`config.mk`:
```
export PLATFORM = sky130hd
export DESIGN_NAME = wisp_ram
export DESIGN_NICKNAME = d
export VERILOG_FILES = /design/src/wisp_ram.sv
export SDC_FILE = /design/constraint.sdc
export NUM_CORES = 2
export LEC_CHECK = 0
export ABC_AREA = 1
export BUFFER_PORTS_ARGS = -buffer_cell sky130_fd_sc_hd__buf_2
export CAP_MARGIN = 20
export CELL_PAD_IN_SITES_DETAIL_PLACEMENT = 2
export CELL_PAD_IN_SITES_GLOBAL_PLACEMENT = 2
export CORE_MARGIN = 2
export CORE_UTILIZATION = 44
export CTS_CLUSTER_SIZE = 16
export DETAILED_ROUTE_END_ITERATION = 6
export GPL_TIMING_DRIVEN = 1
export PLACE_DENSITY = 0.81
export REMOVE_ABC_BUFFERS = 1
export SKIP_CTS_REPAIR_TIMING = 1
export SLEW_MARGIN = 20
export SYNTH_ARGS = -nofsm -noshare
export SYNTH_HDL_FRONTEND = slang
export SYNTH_SLANG_ARGS = --single-unit
```
`constraint.sdc`:
```
create_clock -name clk -period 6.05 [get_ports clk]
set_input_delay 1.21 -clock clk [delete_from_list [all_inputs] [get_ports clk]]
set_output_delay 1.21 -clock clk [all_outputs]
set_load 0.02 [all_outputs]
```
`src/wisp_ram.sv`:
```
// wisp_ram: generic single write port, single read port ram with registered read
// no package dependency; width and depth come from parameters
module wisp_ram #(
	parameter int WIDTH = 32,
	parameter int DEPTH = 64
) (
	input  logic                     clk,
	input  logic                     we,
	input  logic [$clog2(DEPTH)-1:0] waddr,
	input  logic [WIDTH-1:0]         wdata,
	input  logic                     re,
	input  logic [$clog2(DEPTH)-1:0] raddr,
	output logic [WIDTH-1:0]         rdata
);

	logic [WIDTH-1:0] mem_q [DEPTH];

	// write port
	always_ff @(posedge clk) begin
		if (we) begin
			mem_q[waddr] <= wdata;
		end
	end

	// registered read port
	always_ff @(posedge clk) begin
		if (re) begin
			rdata <= mem_q[raddr];
		end
	end

endmodule

```
==> run metrics <==
Initial Util=0.443; top-count cell post-synth=nand2_1; Setup TNS Final=0 ns; Antenna Nets Post-Route=0; htree depth=4; Synth Register Bits=2080; Critical Path Start Type=input pin; router iterations before antenna repair=6; Die Height=about 440 µm; HP Start=wdata[8]; core box area=roughly 190000 µm²; Sequential Area=approximately 62000 µm²; RSZ-0062 raised after global routing=no; Leak=between 30 and 40 nW; most common library cells after synthesis=2248 x nand2_1, 2080 x edfxtp_1, 1907 x nand3_1, 282 x buf_2, 77 x clkbuf_1; largest net degree at the start of global routing=around 140; Crit. End Element=flop; failing checks=DRC; DR vias=approximately 63000; CTS tree=yes; post-synth cell types=15; 1st-iter DRT viols=between 10000 and 15000; total I/O pin count=roughly 80; final WL=379000 µm; total global-route track usage=0.371; Synth async-reset ratio=0; Final Power=~0.033 W; first-pass GRT wire length=slightly above 500000 µm; port bufs=slightly below 80; Final Cycle Share=0.641; CTS Root Buffer Type=clkbuf_16; Worst Setup Path Type=in2reg; setup ws final=between 2 and 2.5 ns; Worst Tran Pin Value=1.24 ns; Max Cap Viol=0; Fillers=around 18000; cell mode on critical path=nand3_1; crit path max-delay cell type=buf_4; CP Cell Sequence=buf_8 -> inv_8 -> buf_4 -> nand3_1 -> nand3_1 -> nand3_1 -> nand3_1 -> nand2_1 -> nand2_1 -> nand2_1; Hold Vio Cnt, Final=0; # clock sinks=2080; total gr overflow=0; DRC=9; Max Clock Skew=about 0.089 ns; vias per cell=~6.6; Seq/Total Area, Yosys=0.752; die area=approximately 190000 µm²; Max Slew Vio Count=0; worst hold path type=in2reg; Final Wtd Congestion=approximately 0.83; Cells after Synth=slightly below 7000; vias in the first global route=around 67000; critical path's top delay family=simple AND/OR/NAND/NOR gates; share of cells above drive strength 1=0.0881; crit-path max cell delay=~0.6 ns; dpl ws=1.74 ns; CP max FO=a little over 70; Period minus WS final=3.88 ns; Synth top area share=0.752; clk buf depth=3; Worst Setup SP=raddr[1]; final setup fails=0; EDFF count, synth=roughly 2100; Synth area leader=edfxtp_1; VDD IR max=0.331 mV; Ys Warns=0; width of the chip=between 400 and 500 µm; drt wl/cell=around 40 µm; CTS buffer count=about 220; relative slew slack=0.172; RR Startpoint=mem_q[21][4]; post-DP HPWL=roughly 190000 µm; status=complete, but fails checks; ys flop type=edfxtp_1; Cell Pwr Density=roughly 350 nW/µm²; clock transition at the registers of the reported paths=0.08 ns; main area contributors after synthesis=edfxtp_1 75%, nand3_1 11%, nand2_1 10%, buf_2 1.7%, buf_4 0.41%; multi-input logic area=between 15000 and 20000 µm²; critical path data required time=~6.7 ns; initial antenna violation count=28; CP bufs+invs=3; P&R area growth vs syn=13.1%; Clock Latency Late Sink=between 0.9 and 1 ns; nets@finish=6844; critical path data arrival time=4.50 ns; Rows=159; Syn Area/Cell=roughly 12 µm²; Post-Syn Area=between 80000 and 90000 µm²; Peak Freq=around 260 MHz
-- stage by stage --
stage	utilization	std cells	hold WS [ns]	area (µm²)
6_report	0.501	9494	0.601	94000
5_1_grt	0.501	9486	0.594	93900
4_1_cts	0.499	9464	0.577	93700
3_5_place_dp	0.462	9061	0.964	86800
3_3_place_gp	0.460	9043	0.872	86300
2_1_floorplan	-	6320	0.796	80800
-- state kept, by name, indices dropped and copies added, names as in the netlist --
register,cells
mem_q,2048
rdata,32
-- layer usage --
| metal | GRT usage | part of all wire | up-vias | routed length (µm) |
|---|---|---|---|---|
| met5 | 0 | 0.00032 | - | 122 |
| met4 | 0.237 | 0.079 | 14 | 29900 |
| met3 | 0.0670 | 0.098 | 1346 | 37100 |
| met2 | 0.622 | 0.48 | 4863 | 183000 |
| met1 | 0.444 | 0.34 | 32500 | 129000 |
| li1 | - | - | 24200 | - |
-- power breakdown --
part	total [W]	switching (W)	internal, W
Clock	0.0142	0.00667	0.00751
Combinational	0.00233	0.00190	0.000430
Sequential	0.0161	0.0000954	0.0160
-- cell families after synthesis --
family                 count (synthesis)  share of synthesized area
buffers and inverters                461                     0.0277
DFF                                 2080                      0.752
and+or+nand+nor                     4228                      0.220
-- path summary, 6_finish.rpt --
path | cells after the start | endpoint | slack (ns)
worst min-delay path | 1 | mem_q[5][8] | 0.60
worst max-delay path | 10 | rdata[26] | 2.17
worst max register to register | 8 | rdata[4] | 3.57
worst min register to register | 8 | rdata[8] | 1.01
-- area by class of cell --
cell class | instances | share of cell area
well taps | 2495 | 0.0332
multi-input cells | 4228 | 0.200
clock inverters | 139 | 0.0130
repair buffers | 258 | 0.0271
inverters | 12 | 0.000879
flip-flops and latches | 2080 | 0.665
clock buffers | 264 | 0.0606
diodes | 18 | 0.000479
-- worst register-to-register path, cell delays in order (launching register included) --
cell and delay (ns):
edfxtp_1 0.49, nand2_1 0.15, nand3_1 0.12, nand3_1 0.32
nand2_1 0.13, nand2_1 0.09, nand3_1 0.30, nand3_1 0.44
nand2_1 0.11
-- cells in the final DEF (no fill, tap or decap), drive strengths merged --
cell         n
buf        258
bufinv      19
clkbuf     264
clkinv     110
clkinvlp     3
diode       18
edfxtp    2080
inv         19
nand2     2248
nand3     1907
nand4        9
nor2        56
nor4         8
(Power assumes the default switching activity.)
